===== src/rtl/sfq_pkg.sv =====
// ============================================================================
// Sortable FIFO queue package
// Operation and status codes shared by the queue and its checker.
// ============================================================================
package sfq_pkg;

    typedef enum logic [1:0] {
        KIND_PUSH   = 2'd0,
        KIND_POP    = 2'd1,
        KIND_INSERT = 2'd2,
        KIND_SORT   = 2'd3
    } kind_t;

    typedef enum logic [1:0] {
        ST_OK    = 2'd0,
        ST_EMPTY = 2'd1,
        ST_FULL  = 2'd2
    } status_t;

    localparam int WORD_W  = 32;
    localparam int COUNT_W = 5;

endpackage


===== src/rtl/sortable_fifo_queue.sv =====
// ============================================================================
// Sortable FIFO queue
// Circular buffer of signed words in one synchronous RAM, with push, pop,
// sorted insert and whole-queue sort.
// ============================================================================
// A word is taken when start is high and busy is low; its result appears for
// one cycle with done high, in the cycle after the queue finishes the word.
// Push, pop and any error are done in the idle state, so one of these can be
// started every cycle. A sorted insert and a sort of n >= 2 entries keep busy
// high while both walk the single-port RAM at one read, then one compare or
// write, per entry, and a sort is a selection sort that swaps through the one
// write port in S_SRT_W1 and S_SRT_W2. The receiver cannot stall the result.
module sortable_fifo_queue #(
    parameter int DEPTH = 16
) (
    input  logic               clk,
    input  logic               rst_n,
    input  logic               start,
    output logic               busy,
    input  logic [1:0]         kind,
    input  logic signed [31:0] value,
    output logic               done,
    output logic signed [31:0] popped,
    output logic [1:0]         status,
    output logic [4:0]         count
);

    localparam int AW = $clog2(DEPTH);
    localparam int CW = $clog2(DEPTH + 1);

    typedef enum logic [2:0] {
        S_IDLE,
        S_INS_RD,
        S_INS_WR,
        S_SRT_RD,
        S_SRT_CMP,
        S_SRT_W1,
        S_SRT_W2
    } state_t;

    // logical index from head to RAM address, wrapping at DEPTH
    function automatic logic [AW-1:0] slot(input logic [AW-1:0] hd,
                                           input logic [CW-1:0] idx);
        logic [CW:0] s;
        s = (CW+1)'(hd) + (CW+1)'(idx);
        if (s >= (CW+1)'(DEPTH))
            s = s - (CW+1)'(DEPTH);
        return AW'(s);
    endfunction

    state_t               state_reg,  state_next;
    logic [AW-1:0]        head_reg,   head_next;
    logic [CW-1:0]        cnt_reg,    cnt_next;
    logic [CW-1:0]        idx_reg,    idx_next;
    logic [CW-1:0]        base_reg,   base_next;
    logic [CW-1:0]        minpos_reg, minpos_next;
    logic                 found_reg,  found_next;
    logic signed [31:0]   carry_reg,  carry_next;
    logic signed [31:0]   min_reg,    min_next;
    logic signed [31:0]   first_reg,  first_next;
    logic                 done_reg,   done_next;
    logic                 popok_reg,  popok_next;
    sfq_pkg::status_t     status_reg, status_next;

    logic signed [31:0]   mem [DEPTH];
    logic signed [31:0]   rd_q;
    logic                 rd_en;
    logic [CW-1:0]        rd_idx;
    logic                 wr_en;
    logic [CW-1:0]        wr_idx;
    logic signed [31:0]   wr_data;

    logic                 full;
    logic [CW-1:0]        cnt_m1;
    logic [CW-1:0]        cnt_m2;

    assign full   = (cnt_reg == CW'(DEPTH));
    assign cnt_m1 = cnt_reg - CW'(1);
    assign cnt_m2 = cnt_reg - CW'(2);

    // reads always trail the writes they depend on
    always_ff @(posedge clk)
    begin
        if (wr_en)
            mem[slot(head_reg, wr_idx)] <= wr_data;
        if (rd_en)
            rd_q <= mem[slot(head_reg, rd_idx)];
    end

    always_comb
    begin
        state_next  = state_reg;
        head_next   = head_reg;
        cnt_next    = cnt_reg;
        idx_next    = idx_reg;
        base_next   = base_reg;
        minpos_next = minpos_reg;
        found_next  = found_reg;
        carry_next  = carry_reg;
        min_next    = min_reg;
        first_next  = first_reg;
        done_next   = 1'b0;
        popok_next  = 1'b0;
        status_next = status_reg;
        rd_en       = 1'b0;
        rd_idx      = idx_reg;
        wr_en       = 1'b0;
        wr_idx      = idx_reg;
        wr_data     = carry_reg;

        unique case (state_reg)
            S_IDLE:
            begin
                if (start)
                begin
                    unique case (sfq_pkg::kind_t'(kind))
                        sfq_pkg::KIND_PUSH:
                        begin
                            done_next = 1'b1;
                            if (full)
                                status_next = sfq_pkg::ST_FULL;
                            else
                            begin
                                status_next = sfq_pkg::ST_OK;
                                wr_en       = 1'b1;
                                wr_idx      = cnt_reg;
                                wr_data     = value;
                                cnt_next    = cnt_reg + CW'(1);
                            end
                        end
                        sfq_pkg::KIND_POP:
                        begin
                            done_next = 1'b1;
                            if (cnt_reg == '0)
                                status_next = sfq_pkg::ST_EMPTY;
                            else
                            begin
                                status_next = sfq_pkg::ST_OK;
                                popok_next  = 1'b1;
                                rd_en       = 1'b1;
                                rd_idx      = '0;
                                head_next   = slot(head_reg, CW'(1));
                                cnt_next    = cnt_m1;
                            end
                        end
                        sfq_pkg::KIND_INSERT:
                        begin
                            if (full)
                            begin
                                done_next   = 1'b1;
                                status_next = sfq_pkg::ST_FULL;
                            end
                            else
                            begin
                                idx_next   = '0;
                                found_next = 1'b0;
                                carry_next = value;
                                state_next = S_INS_RD;
                            end
                        end
                        sfq_pkg::KIND_SORT:
                        begin
                            if (cnt_reg < CW'(2))
                            begin
                                done_next   = 1'b1;
                                status_next = sfq_pkg::ST_OK;
                            end
                            else
                            begin
                                base_next  = '0;
                                idx_next   = '0;
                                state_next = S_SRT_RD;
                            end
                        end
                    endcase
                end
            end
            S_INS_RD:
            begin
                if (idx_reg == cnt_reg)
                begin
                    wr_en       = 1'b1;
                    wr_idx      = cnt_reg;
                    wr_data     = carry_reg;
                    cnt_next    = cnt_reg + CW'(1);
                    done_next   = 1'b1;
                    status_next = sfq_pkg::ST_OK;
                    state_next  = S_IDLE;
                end
                else
                begin
                    rd_en      = 1'b1;
                    state_next = S_INS_WR;
                end
            end
            S_INS_WR:
            begin
                // past the insertion point every entry shifts one place up
                if (found_reg || (rd_q > carry_reg))
                begin
                    wr_en      = 1'b1;
                    carry_next = rd_q;
                    found_next = 1'b1;
                end
                idx_next   = idx_reg + CW'(1);
                state_next = S_INS_RD;
            end
            S_SRT_RD:
            begin
                rd_en      = 1'b1;
                state_next = S_SRT_CMP;
            end
            S_SRT_CMP:
            begin
                if (idx_reg == base_reg)
                begin
                    min_next    = rd_q;
                    first_next  = rd_q;
                    minpos_next = idx_reg;
                end
                else if (rd_q < min_reg)
                begin
                    min_next    = rd_q;
                    minpos_next = idx_reg;
                end
                if (idx_reg == cnt_m1)
                    state_next = S_SRT_W1;
                else
                begin
                    idx_next   = idx_reg + CW'(1);
                    state_next = S_SRT_RD;
                end
            end
            S_SRT_W1:
            begin
                wr_en      = 1'b1;
                wr_idx     = base_reg;
                wr_data    = min_reg;
                state_next = S_SRT_W2;
            end
            S_SRT_W2:
            begin
                wr_en   = 1'b1;
                wr_idx  = minpos_reg;
                wr_data = first_reg;
                if (base_reg == cnt_m2)
                begin
                    done_next   = 1'b1;
                    status_next = sfq_pkg::ST_OK;
                    state_next  = S_IDLE;
                end
                else
                begin
                    base_next  = base_reg + CW'(1);
                    idx_next   = base_reg + CW'(1);
                    state_next = S_SRT_RD;
                end
            end
            default:
            begin
                state_next = S_IDLE;
            end
        endcase
    end

    always_ff @(posedge clk or negedge rst_n)
    begin
        if (!rst_n)
        begin
            state_reg  <= S_IDLE;
            head_reg   <= '0;
            cnt_reg    <= '0;
            done_reg   <= 1'b0;
            popok_reg  <= 1'b0;
            status_reg <= sfq_pkg::ST_OK;
        end
        else
        begin
            state_reg  <= state_next;
            head_reg   <= head_next;
            cnt_reg    <= cnt_next;
            done_reg   <= done_next;
            popok_reg  <= popok_next;
            status_reg <= status_next;
        end
    end

    always_ff @(posedge clk)
    begin
        idx_reg    <= idx_next;
        base_reg   <= base_next;
        minpos_reg <= minpos_next;
        found_reg  <= found_next;
        carry_reg  <= carry_next;
        min_reg    <= min_next;
        first_reg  <= first_next;
    end

    assign busy   = (state_reg != S_IDLE);
    assign done   = done_reg;
    assign popped = popok_reg ? rd_q : '0;
    assign status = status_reg;
    assign count  = sfq_pkg::COUNT_W'(cnt_reg);

endmodule


===== config.mk =====
export PLATFORM = sky130hd
export DESIGN_NAME = sortable_fifo_queue
export DESIGN_NICKNAME = d
export VERILOG_FILES = /design/src/rtl/sfq_pkg.sv /design/src/rtl/sortable_fifo_queue.sv
export SDC_FILE = /design/constraint.sdc
export NUM_CORES = 1
export LEC_CHECK = 0
export BUFFER_PORTS_ARGS = -buffer_cell sky130_fd_sc_hd__buf_2
export CAP_MARGIN = 0
export CORE_AREA = 2 2 229 231
export DETAILED_ROUTE_END_ITERATION = 10
export DIE_AREA = 0 0 231 233
export MAX_ROUTING_LAYER = met4
export PLACE_DENSITY = 0.72
export SETUP_SLACK_MARGIN = 0.4
export SYNTH_ARGS = -nofsm -noshare
export SYNTH_HDL_FRONTEND = slang
export SYNTH_SLANG_ARGS = --single-unit

===== constraint.sdc =====
create_clock -name clk -period 6.3 [get_ports clk]
set_input_delay 0.315 -clock clk [delete_from_list [all_inputs] [get_ports clk]]
set_output_delay 0.315 -clock clk [all_outputs]
set_load 0.02 [all_outputs]

Word-level counts from Yosys, hierarchy flattened:

Memory sizes are Yosys's and may differ from the RTL's. A register that Yosys moved wholly into a read port is not among the register bits.
Index checks and enable logic that the tools add are counted.

* input port bits: 37
* logic and storage cells: 172
* memories: 1
* bits in registers: 128
* RAM bits: 512
* output and inout port bits: 41

* equality and inequality tests: 32
* $add $sub $neg: 11
* multiplexer cells: 85
* $lt $le $gt $ge: 6
* bitwise gates (word level): 1
* reduce and logical (&&, ||, !) cells: 23

Memories
* mem: words 16, bits a word 32, read ports 1, clocked after Yosys merged registers in 1, wr ports 1, line sortable_fifo_queue.sv:65 `logic signed [31:0] mem [DEPTH];`

Operators with widths (number)
* $mux 32: 9
* $mux 5: 21
* $pmux 32 s3: 1
* $pmux 32 s2: 1
* $pmux 5 s2: 4
* $pmux 5 s4: 2
* $gt 32x32->1: 1
* $lt 32x32->1: 1
* $mux 1: 21
* $pmux 3 s7: 1
* $eq 5x5->1: 4
* $mux 4: 5
* $ne 3x3->1 const B: 6
* $mux 2: 8
* $ne 2x2->1 const B: 8
* $add 5x1->5 const B: 3
* $add 4x5->6: 2
* $ge 6x5->1 const B: 2
* $mux 3: 4
* $reduce_and 4->1: 3
* $reduce_and 6->1: 2
* $sub 4x1->4 const B: 3
* $reduce_and 5->1: 2
* $eq 3x3->1 const B: 3
* other kinds (29): 41

Logic depth before layout (Yosys ltp):

* depth after elaboration: 9
* mapped depth: 18

Least setup slack after synthesis:

OpenSTA, ideal clock, no wires.

* path type: register to register
* from: reg cnt_reg[1] (netlist: count[1])
* to: mem mem[0][0] (enable)
* library setup time: 0.502 ns
* required time: 5.798 ns
* stages on the path, launching flop included: 17
* setup slack: -0.499 ns
* data arrival time: 6.298 ns
* path through: dfrtp_1 > clkbuf_1 > inv_1 > ha_1 > and4bb_1 > buf_6 > nor4_4 > nor2_1 > o21ai_2 > nand2_2 > a221o_1 > ha_1 > a21o_1 > a21oi_1 > xnor2_1 > xor2_2 > nor4_1

* word-level cells in the longest chain between the ends: 9

Ends and longest elaborated chain
* start, declared: line sortable_fifo_queue.sv:53 `logic [CW-1:0] cnt_reg, cnt_next;`
* start signal, assigned: line sortable_fifo_queue.sv:281 `cnt_reg <= cnt_next;`
* $eq 5x5->1: line sortable_fifo_queue.sv:77 `assign full = (cnt_reg == CW'(DEPTH));`
* $mux 5: line sortable_fifo_queue.sv:120 `if (full)`
* $mux 5: line sortable_fifo_queue.sv:116 `unique case (sfq_pkg::kind_t'(kind))`
* $mux 5: line sortable_fifo_queue.sv:114 `if (start)`
* $pmux 5 s4: line sortable_fifo_queue.sv:111 `unique case (state_reg)`
* $add 4x5->6: line sortable_fifo_queue.sv:45 `s = (CW+1)'(hd) + (CW+1)'(idx);`
* $ge 6x5->1 or $sub 4x1->4 (tied branches): line sortable_fifo_queue.sv:46, sortable_fifo_queue.sv:47
* $mux 4: line sortable_fifo_queue.sv:46 `if (s >= (CW+1)'(DEPTH))`
* $mux 4: line sortable_fifo_queue.sv:84 `if (wr_en)`
* end, declared: line sortable_fifo_queue.sv:65

Parallel ways exist; a longest one is shown, timed or not. The select of a mux whose other input is x is not followed.

Final worst setup path:

* from: reg cnt_reg[1] (netlist: count[1])
* to: mem mem[0][18] (enable)

Same word-level chain as after synthesis.

==> metrics.txt <==
# TYPE chip_impl_metric gauge
chip_impl_metric{name="pin_count_of_the_biggest_net_entering_global_routing",unit=""} 72
chip_impl_metric{name="drtIter0Drc",unit=""} 1801
chip_impl_metric{name="setup_total_negative_slack",unit="ns"} 0
chip_impl_info{name="rsz0062_at_grt",value="no"} 1
chip_impl_metric{name="timing.slew.headroom",unit=""} 0.2065
chip_impl_metric{name="cts_made_buffers",unit=""} 69
chip_impl_info{name="post_synth_most_frequent_cells",value="sky130_fd_sc_hd__edfxtp_1 (655), sky130_fd_sc_hd__mux4_2 (160), sky130_fd_sc_hd__nand2_1 (134), sky130_fd_sc_hd__ha_1 (78), sky130_fd_sc_hd__inv_1 (74)"} 1
chip_impl_metric{name="crit_path_max_fanout",unit=""} 36
chip_impl_metric{name="compound_gate_portion_of_the_synthesized_area",unit=""} 0.03831
chip_impl_metric{name="detailed_place_hpwl",unit="µm"} 38760
chip_impl_metric{name="layout-drive-gt1-share",unit=""} 0.2361
chip_impl_info{name="timing.critical_path.cells",value="inv_1 > ha_1 > and4bb_2 > buf_4 > nor4_4 > inv_2 > nand2_1 > a222oi_1 > nand2_1 > ha_1 > a21o_1 > a21oi_1 > xnor2_1 > xor2_2 > nor4_2 > buf_4"} 1
chip_impl_metric{name="fin_crit_sh",unit=""} 0.7789
chip_impl_info{name="synthDominantAreaCellType",value="sky130_fd_sc_hd__edfxtp_1"} 1
chip_impl_metric{name="nFillCells",unit=""} 3503
chip_impl_metric{name="setup_viol_count_final",unit=""} 0
chip_impl_metric{name="total_iterations_of_the_first_detailed_routing_run",unit=""} 6
chip_impl_metric{name="clk_path_buf_depth",unit=""} 3
chip_impl_metric{name="sequentialPowerShare",unit=""} 0.551
chip_impl_metric{name="syn_nets",unit=""} 1700
chip_impl_info{name="worstSetupEndpointType",value="flop"} 1
chip_impl_metric{name="first_global_vias",unit=""} 15470
chip_impl_metric{name="global_route_wire_length_before_repair",unit="µm"} 97560
chip_impl_metric{name="placeableCoreArea",unit="µm²"} 51090
chip_impl_metric{name="synthesized_flop_and_latch_total",unit=""} 671
chip_impl_metric{name="sequential_element_share_of_the_synthesized_area",unit=""} 0.7040
chip_impl_info{name="critical-path-top-delay-family",value="buffers and inverters"} 1
chip_impl_metric{name="clk_transition_reported_paths",unit="ns"} 0.06
chip_impl_info{name="worstSetupStartpoint",value="count[1]"} 1
chip_impl_info{name="crit_path_start_kind",value="flop"} 1
chip_impl_metric{name="wl_per_cell",unit="µm"} 26.63
chip_impl_metric{name="final_cell_count_no_fill",unit=""} 2422
chip_impl_metric{name="avgSynthCellArea",unit="µm²"} 18.01
chip_impl_metric{name="via_to_cell_ratio",unit=""} 6.256
chip_impl_metric{name="worstSetupPathDepth",unit=""} 16
chip_impl_metric{name="ys_async_sr_fraction",unit=""} 0.02385
chip_impl_metric{name="yosys.cell_types.count",unit=""} 62
chip_impl_metric{name="final_period_minus_worst_setup_slack",unit="ns"} 4.907
chip_impl_info{name="worstSetupEndpoint",value="mem[0][18]"} 1
chip_impl_info{name="class_of_the_most_critical_setup_path",value="flop to flop"} 1
chip_impl_info{name="tritoncts",value="done"} 1
chip_impl_metric{name="layout-area-overhead-vs-synth",unit="%"} 12.63
chip_impl_info{name="min-delay-start",value="value[25]"} 1
chip_impl_metric{name="pwr-share-comb",unit=""} 0.004
chip_impl_metric{name="clockPowerShare",unit=""} 0.444
chip_impl_metric{name="p_leak",unit="nW"} 11.12
chip_impl_info{name="worstReg2RegStart",value="count[1]"} 1
chip_impl_metric{name="power_density_of_the_placed_cells",unit="nW/µm²"} 272.6
chip_impl_info{name="synthTopCellsByArea",value="sky130_fd_sc_hd__edfxtp_1 (69%), sky130_fd_sc_hd__mux4_2 (13%), sky130_fd_sc_hd__ha_1 (3.4%)"} 1
chip_impl_metric{name="finalClockSkew",unit="ns"} 0.02319
chip_impl_metric{name="final_core_utilization",unit=""} 0.6284
chip_impl_metric{name="timing.fmax",unit="MHz"} 203.8
chip_impl_metric{name="number_of_remaining_drc_errors",unit=""} 0
chip_impl_metric{name="finalMaxSlewViolations",unit=""} 0
chip_impl_metric{name="maxCapViolations",unit=""} 0
chip_impl_info{name="worst_r2r_endpoint",value="mem[0][18]"} 1
chip_impl_metric{name="cts_max_level",unit=""} 3
chip_impl_metric{name="dieArea",unit="µm²"} 53820
chip_impl_metric{name="gr-total-overflow",unit=""} 0
chip_impl_metric{name="grt_use_total",unit=""} 0.2553
chip_impl_metric{name="ir_worst_vdd",unit="µV"} 288.5
chip_impl_metric{name="synthXorXnorAreaFrac",unit=""} 0.01374
chip_impl_info{name="cp_slowest_cell",value="sky130_fd_sc_hd__buf_4"} 1
chip_impl_metric{name="finalPower",unit="mW"} 8.753
chip_impl_info{name="synth_ff_type",value="sky130_fd_sc_hd__edfxtp_1"} 1
chip_impl_metric{name="antenna_found_initial",unit=""} 1
chip_impl_info{name="synth.most_common_cell",value="sky130_fd_sc_hd__edfxtp_1"} 1
chip_impl_metric{name="clock-sinks",unit=""} 671
chip_impl_metric{name="critical_path.n_buffers_inverters",unit=""} 4
chip_impl_metric{name="power_switching",unit="mW"} 1.643
chip_impl_metric{name="vias",unit=""} 15150
chip_impl_metric{name="swShare",unit=""} 0.1877
chip_impl_metric{name="numPortBuffers",unit=""} 77
chip_impl_metric{name="antenna_left",unit=""} 0
chip_impl_metric{name="row_count",unit=""} 83
chip_impl_metric{name="largest_register_ffs",unit=""} 512
chip_impl_metric{name="worst-endpoint-required",unit="ns"} 6.53
chip_impl_metric{name="die_width",unit="µm"} 231
chip_impl_metric{name="synth_enable_flop_cells",unit=""} 655
chip_impl_metric{name="synth-adder-area-share",unit=""} 0.03564
chip_impl_metric{name="number_of_instances_in_the_synthesized_netlist",unit=""} 1583
chip_impl_metric{name="finalHoldViolations",unit=""} 0
chip_impl_metric{name="initial_core_utilization",unit=""} 0.5580
chip_impl_info{name="clk_root_buffer_cell",value="sky130_fd_sc_hd__clkbuf_16"} 1
chip_impl_metric{name="placed_cells",unit=""} 2298
chip_impl_metric{name="actual_slew_at_the_worst_max_slew_pin",unit="ns"} 1.190
chip_impl_metric{name="worstPathArrival",unit="ns"} 5.13
chip_impl_metric{name="io_pins",unit=""} 78
chip_impl_info{name="min-delay-path-class",value="input pin to flop"} 1
chip_impl_metric{name="p_int",unit="mW"} 7.110
chip_impl_metric{name="nets",unit=""} 1807
chip_impl_metric{name="regToRegSetupSlack",unit="ns"} 1.39
chip_impl_info{name="synth_top_family_by_area",value="multiplexers"} 1
chip_impl_metric{name="mappedNetlistArea",unit="µm²"} 28510
chip_impl_metric{name="synth-simple-area-share",unit=""} 0.04880
chip_impl_metric{name="gp_congestion",unit=""} 0.9059
chip_impl_info{name="outcome",value="complete, no violations"} 1
chip_impl_metric{name="floorplan.die.height",unit="µm"} 233
chip_impl_metric{name="synth.yosys.warnings",unit=""} 0
chip_impl_metric{name="share_of_the_synthesized_area_in_the_top_cell_type",unit=""} 0.6899
chip_impl_metric{name="synthMuxAreaShare",unit=""} 0.1384
chip_impl_metric{name="largest_stage_delay_on_the_critical_path",unit="ns"} 0.61
chip_impl_metric{name="clock_insertion_delay_worst_skew",unit="ns"} 0.60
chip_impl_metric{name="worstRegToRegCells",unit=""} 16
chip_impl_info{name="largest_register",value="mem"} 1
chip_impl_metric{name="totalWireLength",unit="µm"} 64490
chip_impl_metric{name="postCtsSetupRepairBufs",unit=""} 0
==> placed cells by master, fill, tap and decap left out, types with 9 or more instances in the layout <==
cell type                   instances
sky130_fd_sc_hd__edfxtp_1         655
sky130_fd_sc_hd__mux4_2           160
sky130_fd_sc_hd__nand2_1          134
sky130_fd_sc_hd__ha_1              77
sky130_fd_sc_hd__buf_2             77
sky130_fd_sc_hd__inv_1             74
sky130_fd_sc_hd__clkbuf_16         72
sky130_fd_sc_hd__o21ai_0           46
sky130_fd_sc_hd__a222oi_1          34
sky130_fd_sc_hd__buf_4             34
sky130_fd_sc_hd__and2_1            33
sky130_fd_sc_hd__mux2i_1           32
sky130_fd_sc_hd__xnor2_1           27
sky130_fd_sc_hd__a21oi_1           27
sky130_fd_sc_hd__nor2_1            20
sky130_fd_sc_hd__clkbuf_1          17
sky130_fd_sc_hd__dfrtp_1           16
sky130_fd_sc_hd__nand4_1           15
sky130_fd_sc_hd__nand3_1           15
sky130_fd_sc_hd__nor3_2            15
sky130_fd_sc_hd__clkinv_1          13
sky130_fd_sc_hd__xor2_1            12
sky130_fd_sc_hd__a21o_1            12
sky130_fd_sc_hd__nand2b_1          10
sky130_fd_sc_hd__nor2b_1            9
sky130_fd_sc_hd__clkinv_2           9
==> timing repair <==
| action | CTS | global route |
|---|---|---|
| hold buffers | 1 | 0 |
| hold endpoints to repair | 16 | 0 |
| resized for setup | 0 | 0 |
==> power groups by stage <==
stage	sequential [mW]	clock, mW	combinational (mW)
after CTS	4.83	3.96	0.0378
after floorplan	4.92	0	0.0131
after global placement	4.92	0	0.0360
after global routing	4.82	4.11	0.0420
after detailed placement	4.92	0	0.0372
final	4.83	3.89	0.0378
==> how the worst min path moves through the flow <==
stage	endpoint	cells after the start
floorplan	count[0]	0
finish	carry_reg[25]	3
CTS	carry_reg[25]	3
global placement	count[4]	1
global route	carry_reg[28]	3
detailed placement	count[3]	1
==> tightest hold or removal path, delay by kind of cell <==
kind	cells	cell delay, ns
buffers and inverters	1	0.09
multiplexers	1	0.05
AO/OA/AOI/OAI	1	0.13
==> cell type report <==
| class | count | area, µm² | area share |
|---|---|---|---|
| multi-input combinational | 757 | 8024 | 0.2499 |
| clock inverter | 32 | 271.5 | 0.008456 |
| antenna | 1 | 2.502 | 0.00007793 |
| timing repair buffer | 116 | 730.7 | 0.02276 |
| inverter | 75 | 281.5 | 0.008767 |
| sequential | 671 | 20070 | 0.6250 |
| tap | 680 | 850.8 | 0.02650 |
| clock buffer | 90 | 1879 | 0.05853 |
==> stage by stage <==
stage	worst slack (ns)	hold slack, ns	cell area, µm²
detailed placement	1.453	0.2686	29950
global placement	1.620	0.2642	29950
CTS	1.441	0.07667	32110
finish	1.393	0.1026	32110
global route	1.157	0.1056	32110
floorplan	-0.4992	0.01941	28520
==> cell families after synthesis <==
group	after synthesis
flip-flops	671
AND/OR/NAND/NOR	283
buffers and inverters	155
multiplexers	194
XOR/XNOR	43
adder cells (fa/ha/maj)	80
AO/OA/AOI/OAI	157
==> routing by layer <==
layer | vias to the layer above | wire length (µm) | GRT usage
met4 | 0 | 1489 | 0.07016
met2 | 655 | 31860 | 0.4063
met3 | 91 | 4716 | 0.03922
met5 | - | 0 | -
met1 | 7871 | 26430 | 0.3485
li1 | 6536 | - | -
Note: power is estimated with default switching activity, not from simulation.
